### src/rtl/bct_pkg.sv
// Shared widths, register indexes and pipeline types for block to CHS translation.
`default_nettype none

package bct_pkg;

	// Field widths of the request, the result and the configuration registers.
	localparam int BLOCK_W     = 16;
	localparam int CYL_W       = 29;
	localparam int HEAD_W      = 4;
	localparam int SECTOR_W    = 8;
	localparam int BSHIFT_W    = 3;
	localparam int SSHIFT_W    = 4;
	localparam int SPT_W       = 8;
	localparam int HCOUNT_W    = 5;
	localparam int SCYL_W      = 16;
	localparam int SHEAD_W     = 4;

	// Base block size is 128 bytes, so its log2 is seven.
	localparam int BASE_LOG2   = 7;

	// Internal arithmetic widths.
	localparam int PERCYL_W    = SPT_W + HCOUNT_W;      // sectors per cylinder
	localparam int REM_W       = PERCYL_W;              // partial remainder
	localparam int SHIFTED_W   = BLOCK_W + 14;          // block times sectors per block
	localparam int BASE_W      = 29;                    // partition start in sectors
	localparam int FULL_W      = 31;                    // absolute sector number
	localparam int CYL_STEPS   = FULL_W;                // quotient bits of the cylinder
	localparam int HEAD_STEPS  = HCOUNT_W;              // quotient bits of the head
	localparam int HEAD_PAD_W  = FULL_W - HEAD_STEPS;

	// APB register map.
	localparam int PADDR_W     = 5;
	localparam int PDATA_W     = 32;

	typedef enum logic [2:0] {
		REG_BLOCK_SHIFT  = 3'd0,
		REG_SECTOR_SHIFT = 3'd1,
		REG_SPT          = 3'd2,
		REG_HEAD_COUNT   = 3'd3,
		REG_START_CYL    = 3'd4,
		REG_START_HEAD   = 3'd5
	} reg_idx_t;

	// Configuration values that the datapath reads, with the ones derived from them.
	typedef struct packed {
		logic [BSHIFT_W-1:0] block_shift;
		logic [SSHIFT_W-1:0] sector_size_shift;
		logic [SPT_W-1:0]    track_sectors;
		logic [PERCYL_W-1:0] per_cyl;
		logic [BASE_W-1:0]   base;
	} cfg_t;

	// Payload handed from one divider cell to the next.
	typedef struct packed {
		logic              zero;   // geometry has no sectors, result forced to zero
		logic [REM_W-1:0]  rem;    // partial remainder
		logic [FULL_W-1:0] word;   // dividend bits still to use, quotient bits shifted in
		logic [CYL_W-1:0]  cyl;    // cylinder, carried through the head cells
	} cell_t;

endpackage

`default_nettype wire

### src/rtl/block_to_chs_translate.sv
// Block to CHS translation: a filesystem block number becomes a cylinder/head/sector address.
//
// Usage: a block number is presented on the s_axis channel and accepted when
// s_axis_tvalid and s_axis_tready are both high. The address of the block's
// first sector leaves on the m_axis channel, one result per request, in order.
// The geometry and partition start are set through the APB port while no
// request is in flight.
// Each request passes through three front stages (capture, scale to sectors,
// add partition start), a row of 31 divider cells for the cylinder, 5 cells
// for the head and sector, and the output register. The row of cells takes a
// new request every cycle while the receiver does not stall, so the sustained
// rate is one request per cycle while m_axis_tready stays high.
// When the receiver stalls, each stage holds its request and empty stages
// keep filling, so s_axis_tready falls only once every stage up to the
// input is occupied.
// Reset empties the pipeline and loads the default geometry: 512-byte blocks,
// 512-byte sectors, 63 sectors per track, 16 heads, partition at cylinder 0.
`default_nettype none

module block_to_chs_translate (
	input  wire logic        clk,
	input  wire logic        arst_n,
	// Configuration
	input  wire logic        psel,
	input  wire logic        penable,
	input  wire logic        pwrite,
	input  wire logic [4:0]  paddr,
	input  wire logic [31:0] pwdata,
	output logic      [31:0] prdata,
	output logic             pready,
	// Requests
	input  wire logic        s_axis_tvalid,
	output logic             s_axis_tready,
	input  wire logic [15:0] s_axis_tdata,   // [15:0] block_number
	// Results
	output logic             m_axis_tvalid,
	input  wire logic        m_axis_tready,
	output logic [47:0]      m_axis_tdata    // [28:0] cylinder, [32:29] head, [40:33] sector
);

	localparam int NCELLS = bct_pkg::CYL_STEPS + bct_pkg::HEAD_STEPS;

	bct_pkg::cfg_t        cfg;
	logic                 cell_v   [NCELLS+1];
	logic                 cell_r   [NCELLS+1];
	bct_pkg::cell_t       cell_d   [NCELLS+1];
	bct_pkg::cell_t       head_in;
	logic                 out_ready;
	logic                 m_tvalid_q;
	logic [47:0]          m_tdata_q;
	bct_pkg::cell_t       last;

	bct_cfg u_cfg (
		.clk     (clk),
		.arst_n  (arst_n),
		.psel    (psel),
		.penable (penable),
		.pwrite  (pwrite),
		.paddr   (paddr),
		.pwdata  (pwdata),
		.prdata  (prdata),
		.pready  (pready),
		.cfg     (cfg)
	);

	bct_front u_front (
		.clk       (clk),
		.arst_n    (arst_n),
		.cfg       (cfg),
		.valid_in  (s_axis_tvalid),
		.block_in  (s_axis_tdata),
		.ready_out (s_axis_tready),
		.valid_out (cell_v[0]),
		.data_out  (cell_d[0]),
		.ready_in  (cell_r[0])
	);

	// Cylinder cells divide by the sectors per cylinder.
	for (genvar i = 0; i < bct_pkg::CYL_STEPS; i++) begin : g_cyl
		bct_cell u_cell (
			.clk       (clk),
			.arst_n    (arst_n),
			.divisor   (cfg.per_cyl),
			.valid_in  (cell_v[i]),
			.data_in   (cell_d[i]),
			.ready_out (cell_r[i]),
			.valid_out (cell_v[i+1]),
			.data_out  (cell_d[i+1]),
			.ready_in  (cell_r[i+1])
		);
	end

	// Hand-off: the quotient becomes the cylinder, and the remainder is split so
	// that its high bits start the head division and its low five bits follow.
	always_comb begin
		head_in      = cell_d[bct_pkg::CYL_STEPS];
		head_in.cyl  = cell_d[bct_pkg::CYL_STEPS].word[bct_pkg::CYL_W-1:0];
		head_in.rem  = bct_pkg::REM_W'(
			cell_d[bct_pkg::CYL_STEPS].rem[bct_pkg::REM_W-1:bct_pkg::HEAD_STEPS]);
		head_in.word = {cell_d[bct_pkg::CYL_STEPS].rem[bct_pkg::HEAD_STEPS-1:0],
			bct_pkg::HEAD_PAD_W'(0)};
	end

	// Head cells divide the remainder by the sectors per track.
	for (genvar j = 0; j < bct_pkg::HEAD_STEPS; j++) begin : g_head
		localparam int K = bct_pkg::CYL_STEPS + j;
		bct_cell u_cell (
			.clk       (clk),
			.arst_n    (arst_n),
			.divisor   (bct_pkg::REM_W'(cfg.track_sectors)),
			.valid_in  (cell_v[K]),
			.data_in   ((j == 0) ? head_in : cell_d[K]),
			.ready_out (cell_r[K]),
			.valid_out (cell_v[K+1]),
			.data_out  (cell_d[K+1]),
			.ready_in  (cell_r[K+1])
		);
	end

	// Output register; a geometry without sectors gives an all-zero address.
	assign last      = cell_d[NCELLS];
	assign out_ready = !m_tvalid_q || m_axis_tready;
	assign cell_r[NCELLS] = out_ready;

	always_ff @(posedge clk or negedge arst_n) begin
		if (!arst_n) begin
			m_tvalid_q <= 1'b0;
		end else if (out_ready) begin
			m_tvalid_q <= cell_v[NCELLS];
		end
	end

	always_ff @(posedge clk) begin
		if (out_ready && cell_v[NCELLS]) begin
			if (last.zero) begin
				m_tdata_q <= '0;
			end else begin
				m_tdata_q <= {7'd0,
					last.rem[bct_pkg::SECTOR_W-1:0],
					last.word[bct_pkg::HEAD_W-1:0],
					last.cyl};
			end
		end
	end

	assign m_axis_tvalid = m_tvalid_q;
	assign m_axis_tdata  = m_tdata_q;

endmodule

`default_nettype wire

### src/rtl/bct_cfg.sv
// APB configuration registers and the geometry values derived from them.
`default_nettype none

module bct_cfg (
	input  wire logic                        clk,
	input  wire logic                        arst_n,
	input  wire logic                        psel,
	input  wire logic                        penable,
	input  wire logic                        pwrite,
	input  wire logic [bct_pkg::PADDR_W-1:0] paddr,
	input  wire logic [bct_pkg::PDATA_W-1:0] pwdata,
	output logic      [bct_pkg::PDATA_W-1:0] prdata,
	output logic                             pready,
	output bct_pkg::cfg_t                    cfg
);

	logic [bct_pkg::BSHIFT_W-1:0] block_shift_q;
	logic [bct_pkg::SSHIFT_W-1:0] sector_shift_q;
	logic [bct_pkg::SPT_W-1:0]    spt_q;
	logic [bct_pkg::HCOUNT_W-1:0] head_count_q;
	logic [bct_pkg::SCYL_W-1:0]   start_cyl_q;
	logic [bct_pkg::SHEAD_W-1:0]  start_head_q;
	logic [bct_pkg::PERCYL_W-1:0] per_cyl_q;
	logic [bct_pkg::BASE_W-1:0]   base_q;
	logic                         wr_en;
	bct_pkg::reg_idx_t            idx;

	assign pready = 1'b1;
	assign wr_en  = psel & penable & pwrite & pready;
	assign idx    = bct_pkg::reg_idx_t'(paddr[4:2]);

	// Register writes; indexes past the last register are ignored.
	always_ff @(posedge clk or negedge arst_n) begin
		if (!arst_n) begin
			block_shift_q  <= 3'd2;
			sector_shift_q <= 4'd9;
			spt_q          <= 8'd63;
			head_count_q   <= 5'd16;
			start_cyl_q    <= '0;
			start_head_q   <= '0;
		end else if (wr_en) begin
			unique case (idx)
				bct_pkg::REG_BLOCK_SHIFT:  block_shift_q  <= pwdata[bct_pkg::BSHIFT_W-1:0];
				bct_pkg::REG_SECTOR_SHIFT: sector_shift_q <= pwdata[bct_pkg::SSHIFT_W-1:0];
				bct_pkg::REG_SPT:          spt_q          <= pwdata[bct_pkg::SPT_W-1:0];
				bct_pkg::REG_HEAD_COUNT:   head_count_q   <= pwdata[bct_pkg::HCOUNT_W-1:0];
				bct_pkg::REG_START_CYL:    start_cyl_q    <= pwdata[bct_pkg::SCYL_W-1:0];
				bct_pkg::REG_START_HEAD:   start_head_q   <= pwdata[bct_pkg::SHEAD_W-1:0];
				default: ;
			endcase
		end
	end

	// Derived geometry: sectors per cylinder first, then the partition start,
	// which is built from the registered sectors per cylinder.
	always_ff @(posedge clk or negedge arst_n) begin
		if (!arst_n) begin
			per_cyl_q <= bct_pkg::PERCYL_W'(63 * 16);
			base_q    <= '0;
		end else begin
			per_cyl_q <= bct_pkg::PERCYL_W'(spt_q * head_count_q);
			base_q    <= bct_pkg::BASE_W'(start_head_q * spt_q)
				+ bct_pkg::BASE_W'(start_cyl_q * per_cyl_q);
		end
	end

	// Read back of the written registers.
	always_comb begin
		prdata = '0;
		unique case (idx)
			bct_pkg::REG_BLOCK_SHIFT:  prdata = bct_pkg::PDATA_W'(block_shift_q);
			bct_pkg::REG_SECTOR_SHIFT: prdata = bct_pkg::PDATA_W'(sector_shift_q);
			bct_pkg::REG_SPT:          prdata = bct_pkg::PDATA_W'(spt_q);
			bct_pkg::REG_HEAD_COUNT:   prdata = bct_pkg::PDATA_W'(head_count_q);
			bct_pkg::REG_START_CYL:    prdata = bct_pkg::PDATA_W'(start_cyl_q);
			bct_pkg::REG_START_HEAD:   prdata = bct_pkg::PDATA_W'(start_head_q);
			default:                   prdata = '0;
		endcase
	end

	always_comb begin
		cfg.block_shift       = block_shift_q;
		cfg.sector_size_shift = sector_shift_q;
		cfg.track_sectors     = spt_q;
		cfg.per_cyl           = per_cyl_q;
		cfg.base              = base_q;
	end

endmodule

`default_nettype wire

### src/rtl/bct_front.sv
// Front stages: capture the block number, scale it to sectors and add the partition start.
`default_nettype none

module bct_front (
	input  wire logic                        clk,
	input  wire logic                        arst_n,
	input  wire bct_pkg::cfg_t               cfg,
	input  wire logic                        valid_in,
	input  wire logic [bct_pkg::BLOCK_W-1:0] block_in,
	output logic                             ready_out,
	output logic                             valid_out,
	output bct_pkg::cell_t                   data_out,
	input  wire logic                        ready_in
);

	logic                           v_s1, v_s2, v_s3;
	logic [bct_pkg::BLOCK_W-1:0]    block_s1;
	logic [bct_pkg::SHIFTED_W-1:0]  shifted_s2;
	logic [bct_pkg::FULL_W-1:0]     full_s3;
	logic                           zero_s3;
	logic                           rdy1, rdy2, rdy3;
	logic [3:0]                     blk_log;
	logic [3:0]                     shamt;
	logic                           spb_ok;
	logic [bct_pkg::SHIFTED_W-1:0]  shifted;

	// Each stage moves on when it is empty or the next one takes its request.
	assign rdy3      = !v_s3 || ready_in;
	assign rdy2      = !v_s2 || rdy3;
	assign rdy1      = !v_s1 || rdy2;
	assign ready_out = rdy1;

	// Sectors per block is a power of two, or zero when a block is smaller than a sector.
	always_comb begin
		blk_log = 4'(bct_pkg::BASE_LOG2) + {1'b0, cfg.block_shift};
		spb_ok  = cfg.sector_size_shift <= blk_log;
		shamt   = blk_log - cfg.sector_size_shift;
		shifted = spb_ok ? (bct_pkg::SHIFTED_W'(block_s1) << shamt) : '0;
	end

	always_ff @(posedge clk or negedge arst_n) begin
		if (!arst_n) begin
			v_s1 <= 1'b0;
			v_s2 <= 1'b0;
			v_s3 <= 1'b0;
		end else begin
			if (rdy1) v_s1 <= valid_in;
			if (rdy2) v_s2 <= v_s1;
			if (rdy3) v_s3 <= v_s2;
		end
	end

	always_ff @(posedge clk) begin
		if (rdy1 && valid_in) block_s1 <= block_in;
		if (rdy2 && v_s1) shifted_s2 <= shifted;
		if (rdy3 && v_s2) begin
			full_s3 <= bct_pkg::FULL_W'(shifted_s2) + bct_pkg::FULL_W'(cfg.base);
			zero_s3 <= cfg.per_cyl == '0;
		end
	end

	// The first divider cell starts with an empty remainder.
	assign valid_out = v_s3;
	always_comb begin
		data_out.zero = zero_s3;
		data_out.rem  = '0;
		data_out.word = full_s3;
		data_out.cyl  = '0;
	end

endmodule

`default_nettype wire

### src/rtl/bct_cell.sv
// One restoring-division cell: forms one quotient bit and passes the request on.
`default_nettype none

module bct_cell (
	input  wire logic                      clk,
	input  wire logic                      arst_n,
	input  wire logic [bct_pkg::REM_W-1:0] divisor,
	input  wire logic                      valid_in,
	input  wire bct_pkg::cell_t            data_in,
	output logic                           ready_out,
	output logic                           valid_out,
	output bct_pkg::cell_t                 data_out,
	input  wire logic                      ready_in
);

	logic                    valid_q;
	bct_pkg::cell_t          data_q;
	bct_pkg::cell_t          nxt;
	logic [bct_pkg::REM_W:0] trial;
	logic                    fits;

	assign ready_out = !valid_q || ready_in;

	// Bring down the next dividend bit and subtract the divisor where it fits.
	always_comb begin
		trial    = {data_in.rem, data_in.word[bct_pkg::FULL_W-1]};
		fits     = trial >= {1'b0, divisor};
		nxt      = data_in;
		nxt.rem  = fits ? bct_pkg::REM_W'(trial - {1'b0, divisor})
			: trial[bct_pkg::REM_W-1:0];
		nxt.word = {data_in.word[bct_pkg::FULL_W-2:0], fits};
	end

	always_ff @(posedge clk or negedge arst_n) begin
		if (!arst_n) begin
			valid_q <= 1'b0;
		end else if (ready_out) begin
			valid_q <= valid_in;
		end
	end

	always_ff @(posedge clk) begin
		if (ready_out && valid_in) data_q <= nxt;
	end

	assign valid_out = valid_q;
	assign data_out  = data_q;

	// A held request stays put while the next cell is busy.
	a_hold: assert property (@(posedge clk) disable iff (!arst_n)
		valid_q && !ready_in |=> valid_q && $stable(data_q))
		else $error("cell dropped or changed a stalled request");

	// A request offered to a free cell is taken.
	a_take: assert property (@(posedge clk) disable iff (!arst_n)
		valid_in && ready_out |=> valid_q)
		else $error("cell lost an accepted request");

	// A free cell with nothing offered becomes empty.
	a_empty: assert property (@(posedge clk) disable iff (!arst_n)
		!valid_in && ready_out |=> !valid_q)
		else $error("cell invented a request");

endmodule

`default_nettype wire

### config.mk
export PLATFORM = sky130hd
export DESIGN_NAME = block_to_chs_translate
export DESIGN_NICKNAME = d
export VERILOG_FILES = /design/src/rtl/bct_pkg.sv /design/src/rtl/block_to_chs_translate.sv /design/src/rtl/bct_cfg.sv /design/src/rtl/bct_front.sv /design/src/rtl/bct_cell.sv
export SDC_FILE = /design/constraint.sdc
export NUM_CORES = 2
export LEC_CHECK = 0
export BUFFER_PORTS_ARGS = -buffer_cell sky130_fd_sc_hd__buf_2
export CORE_UTILIZATION = 55
export CTS_CLUSTER_DIAMETER = 200
export DETAILED_ROUTE_END_ITERATION = 10
export PLACE_DENSITY_LB_ADDON = 0.15
export SKIP_LAST_GASP = 1
export SYNTH_ARGS = -nofsm -noshare
export SYNTH_HDL_FRONTEND = slang
export SYNTH_SLANG_ARGS = --single-unit
### constraint.sdc
create_clock -name clk -period 8.75 [get_ports clk]
set_input_delay 0.875 -clock clk [delete_from_list [all_inputs] [get_ports clk]]
set_output_delay 0.875 -clock clk [all_outputs]
set_load 0.005 [all_outputs]
* Yosys cells after proc, flatten, opt, wreduce, memory -nomap -nowiden *
Index checks and enable logic that the tools add are counted.

storage, ports and cells
  logic and storage cells = 422
  input bits = 60
  output and inout port bits = 83
  register bits after elaboration = 1872

operators by class
  muxes and demuxes = 37
  shifts and indexed selects = 1
  bitwise logic cells = 2
  multiply operators = 3
  equality and inequality tests = 5
  add/sub/neg operators = 40
  order comparisons = 37
  reductions and logical operators = 128

operators with widths
  kind                                              count
  13-bit 2-to-1 mux                                 33
  14-bit by 13-bit >= comparator with 1-bit output  30
  13-bit subtractor                                 30
  16-bit one-hot mux with 6 select lines            1
  14-bit by 8-bit >= comparator with 1-bit output   4
  1-bit logical AND                                 40
  1-bit logical NOT                                 40
  1-bit logical OR                                  40
  13-bit by 8-bit subtractor with 13-bit output     3
  30-bit by 29-bit adder with 31-bit output         1
  16-bit by 4-bit left shift with 30-bit output     1
  12-bit by 29-bit adder with 29-bit output         1
  16-bit by 13-bit multiplier with 29-bit output    1
  1-bit by 13-bit >= comparator with 1-bit output   1
  13-bit logical NOT                                1
  8-bit by 5-bit multiplier with 13-bit output      1
  1-bit by 13-bit subtractor with 13-bit output     1
  4-bit by 8-bit multiplier with 12-bit output      1
  2-bit AND reduction                               6
  9-bit by 8-bit subtractor with 10-bit output      1
  9-bit by 8-bit >= comparator with 1-bit output    1
  9-bit 2-to-1 mux                                  1
  8-bit 2-to-1 mux                                  1
  8-bit subtractor                                  1
  other kinds (9)                                   12

* Depth between registers and ports, before layout *
  word-level depth = 42
  mapped depth = 23
  gate-level depth less buffers = 22

* Modules after synthesis *
From an unflattened synthesis, not the netlist that was laid out.

second synthesis, totals
  cells, all modules = 8609
  area, all modules = 131556.2 sq um

by module, submodules not included
  module                           instances  area each (sq um)  cells an instance  sequential area each (sq um)
  bct_cell (g_cyl[0].u_cell ...)   32         3115.5             186                2247.2
  bct_cell (g_cyl[23].u_cell ...)  4          3116.7             186                2247.2
  bct_cfg                          1          12269.3            1268               2072.0
  bct_front                        1          5516.5             547                2417.3
  block_to_chs_translate           1          1607.8             98                 1256.2

* Least setup slack after synthesis *
Ideal clock, no wire load.

  path kind = register to register
  from = reg u_cfg.per_cyl_q[1] (netlist name)
  to = reg u_cfg.base_q[21] (netlist name)
  library setup time = 80 ps
  required time = 8670 ps
  arrival = 7106 ps
  buffers on the path = 2
  period minus slack after synthesis = 7186 ps
  stages on the path, launching flop included = 22
  setup slack = 1564 ps
  path through = dfrtp_1 -> clkbuf_1 -> clkbuf_1 -> nand2_1 -> fa_1 -> inv_1 -> fa_1 -> fa_1 -> fa_1 -> inv_1 -> fa_1 -> inv_1 -> fa_1 -> ha_1 -> a21oi_1 -> nand4b_1 -> a31o_2 -> nand4_1 -> nand3b_1 -> a311o_1 -> a21oi_1 -> xnor2_1

between the ends
  cells in the longest elaborated chain, start to end = 2

ends and longest elaborated chain
  item                                            line           source
  start, declared                                 bct_cfg.sv:23  logic [bct_pkg::PERCYL_W-1:0] per_cyl_q;
  start signal, assigned                          bct_cfg.sv:58  per_cyl_q <= bct_pkg::PERCYL_W'(63 * 16);
  start signal, assigned                          bct_cfg.sv:61  per_cyl_q <= bct_pkg::PERCYL_W'(spt_q * head_count_q);
  16-bit by 13-bit multiplier with 29-bit output  bct_cfg.sv:63  + bct_pkg::BASE_W'(start_cyl_q * per_cyl_q);
  12-bit by 29-bit adder with 29-bit output       bct_cfg.sv:63
  end signal, assigned                            bct_cfg.sv:62  base_q <= bct_pkg::BASE_W'(start_head_q * spt_q)
  end, declared                                   bct_cfg.sv:24  logic [bct_pkg::BASE_W-1:0] base_q;

No other way between the ends.
A chain may end at the register's enable or synchronous reset.

* Final worst setup path *
  from = reg u_cfg.per_cyl_q[0] (netlist name)
  to = reg u_cfg.base_q[28] (netlist name)

The elaborated chain is that of the path after synthesis.

==> run_results.csv <==
group,metric,value,unit
critical_path,cp_max_fo,39,
logic_synthesis,async_flop_share,6.77,%
critical_path,critPathKind,"flop to flop",
grt,grt_overflow,0,
drt,wl_per_cell,19.1,um
timing,slew_headroom,9.93,%
clock_network,clk_latency,0.81,ns
clock_network,cts_tree,"built",
logic_synthesis,dominantRegCellSynth,"edfxtp_1",
logic_synthesis,synth_xor_area_share,3.83,%
drt,drtAntennaViolNets,0,
critical_path,r2r-start,"u_cfg.per_cyl_q[0]",
clock_network,htreeDepth,4,
drt,first_pass_iters,8,
grt,grt_pass1_vias,52913,
cells_and_area,layout.nets,7793,
drt,drcViolationCount,14,
logic_synthesis,synth_compound_area_share,7.85,%
critical_path,reg2reg_setup_slack,2.05,ns
cells_and_area,drive_above_1_share,15.3,%
cells_and_area,finish.instance_area,101000,um2
logic_synthesis,ys_top_cells_by_area,"edfxtp_1 55%, ha_1 8.1%, fa_1 5.2%, mux2_2 4.7%, xnor2_1 2.9%",
drt,wl,177,mm
logic_synthesis,synth-edff-count,1680,
timing,rsz0062_at_grt,"false",
drt,via_per_inst,5.64,
logic_synthesis,syn_avg_cell_area,13.7,um2
critical_path,crit_end,"u_cfg.base_q[28]",
clock_network,clkSlewWorstSetupHoldPaths,0.06,ns
critical_path,timing.rr.end,"u_cfg.base_q[28]",
die,dieWidth,410,um
logic_synthesis,synth_top_family_by_area,"adder cells",
timing,whs,0.0863,ns
clock_network,ctsHoldBuffers,0,
critical_path,cp-startpoint,"u_cfg.per_cyl_q[0]",
timing,fin_setup_tns,0,ns
logic_synthesis,synth.ff_latch_count,1802,
placed_design,routabilityCongestion,0.886,
drt,drt-initial-drc-count,2979,
clock_network,cts.root.buffer_cell,"clkbuf_16",
clock_network,post_cts_resized,0,
clock_network,cts_sinks,1802,
die,die_area,168000,um2
die,core,165000,um2
logic_synthesis,syn_area,91500,um2
grt,grt_pass1_wl,285,mm
critical_path,arrival,7.38,ns
placed_design,portBuffers,100,
clock_network,numCtsBuffers,183,
die,std_cell_rows,149,
placed_design,dp_hpwl,121,mm
timing,tightest_slew,1.35,ns
outcome,status,"finished with violations",
clock_network,post-cts-setup-buffers,0,
logic_synthesis,synthAdderAreaFrac,13.3,%
logic_synthesis,netlist_instances,6663,
die,initial_core_util,55.4,%
critical_path,required,9.42,ns
min_path,hold_path.class,"input pin to async pin",
logic_synthesis,yosysTopAreaCell,"edfxtp_1",
logic_synthesis,synth.top_cells.by_count,"1680 x edfxtp_1, 591 x ha_1, 437 x inv_1, 381 x mux2_2, 380 x nand2_1",
die,ios,143,
flow_run,maxCapViolations,0,
logic_synthesis,synth-simple-area-share,8.39,%
timing,finalHoldViolations,0,
timing,slew_viol_final,0,
timing,skew,0.0314,ns
placed_design,dpl_cell_area,94900,um2
grt,grt_max_degree,68,
grt,grtUsageTotal,21.5,%
logic_synthesis,ys_types,79,
cells_and_area,antenna_cells,0,
cells_and_area,areaGrowthSynthToFinish,10.7,%
critical_path,r2r_cells,19,
timing,setup_viol,0,
critical_path,end_kind,"flop",
critical_path,cp-start-kind,"flop",
timing,period_needed,6.70,ns
logic_synthesis,yosysWarnings,0,
outcome,violations,"DRC",
timing,fin_crit_sh,76.6,%
drt,num_vias,52190,
logic_synthesis,synthMuxAreaShare,5.64,%
cells_and_area,nFillCells,12336,
timing,fmax,0.149,GHz
die,die_h,410,um
clock_network,cts.path.max_buffers,3,
logic_synthesis,synth_top_area_share,55.2,%
logic_synthesis,yosysMostFrequentCell,"edfxtp_1",
logic_synthesis,ys_seq_area_share,58.5,%
grt,antenna_found_initial,1,
registers in the layout, indices dropped and copies added (netlist names), 3 cells and up:
signal / count
g_cyl.u_cell.data_out: 1334
g_cyl.u_cell.valid_out: 31
g_head.u_cell.data_out: 227
g_head.u_cell.valid_out: 5
m_axis_tdata: 41
u_cfg.base_q: 29
u_cfg.block_shift_q: 3
u_cfg.head_count_q: 5
u_cfg.per_cyl_q: 13
u_cfg.sector_shift_q: 4
u_cfg.spt_q: 8
u_cfg.start_cyl_q: 16
u_cfg.start_head_q: 4
u_front.block_s1: 16
u_front.full_s3: 31
u_front.shifted_s2: 30
worst max-delay path: stages (launching register included):
cell and delay (ns):
dfrtp_2 0.47, buf_4 0.65, and2_1 0.26, fa_1 0.42
fa_1 0.46, ha_1 0.25, fa_1 0.55, inv_1 0.05
fa_1 0.47, fa_1 0.58, inv_1 0.05, ha_1 0.36
o21ai_0 0.13, o21ai_0 0.38, a21boi_0 0.30, o21a_1 0.29
o211a_1 0.24, o41ai_1 0.36, a21oi_1 0.14, xnor2_1 0.14
how the worst min path moves through the flow:
stage | to | slack [ns] | cells after the start
after floorplan | g_cyl[0].u_cell.data_out[30] | 0.40 | 0
after global placement | g_cyl[9].u_cell.data_out[47] | 0.40 | 0
after detailed placement | g_cyl[0].u_cell.data_out[34] | 0.40 | 0
after CTS | u_cfg.base_q[24] | 0.06 | 1
after global routing | u_cfg.base_q[22] | 0.1 | 1
final | u_cfg.base_q[22] | 0.09 | 1
logic make-up after synthesis:
logic type | count (synthesis)
xor+xnor | 400
other cells | 2
buf+inv | 568
flops | 1802
fa+ha+maj | 829
compound gates | 1053
mux | 467
simple gates | 1542
metrics by stage:
stage                     setup WS (ns)  utilization (%)  instances
after floorplan                    1.56                -       6685
after global placement             2.23             57.5       8908
after detailed placement           2.10             57.5       8908
after CTS                          2.06             61.4       9251
after global routing               1.69             61.4       9251
final                              2.05             61.4       9251
cell type report:
| type | instances | area, um2 | area share, % |
|---|---|---|---|
| clock inverter | 125 | 1540 | 1.52 |
| inverter | 438 | 1650 | 1.63 |
| tap | 2189 | 2740 | 2.70 |
| timing repair buffer | 164 | 987 | 0.975 |
| multi-input combinational | 4315 | 36000 | 35.6 |
| clock buffer | 218 | 4790 | 4.73 |
| sequential | 1802 | 53500 | 52.9 |
cells in the final DEF, fill, tap and decap left out, types with 64 or more instances in the layout:
cell / count
nor2b_1: 134
nand2_1: 380
nor3_1: 147
mux2_2: 381
clkbuf_16: 184
ha_1: 591
xor2_1: 96
xnor2_1: 304
nand4_1: 107
dfrtp_1: 104
a21oi_1: 287
or2_2: 66
inv_1: 425
buf_4: 64
fa_1: 238
mux2i_1: 85
o21ai_0: 183
a21o_1: 187
edfxtp_1: 1680
nor2_1: 344
buf_2: 99
and2_1: 127
layer usage:
layer / GRT usage, % / wire, um
met1: 28.6 / 78100
met4: 6.18 / 4560
met2: 36.2 / 86500
met5: 0 / 13
met3: 3.46 / 7910
Power is left out: the tool's default activity adds up to more than one toggle a clock period on the data nets, which glitch-free logic cannot reach.
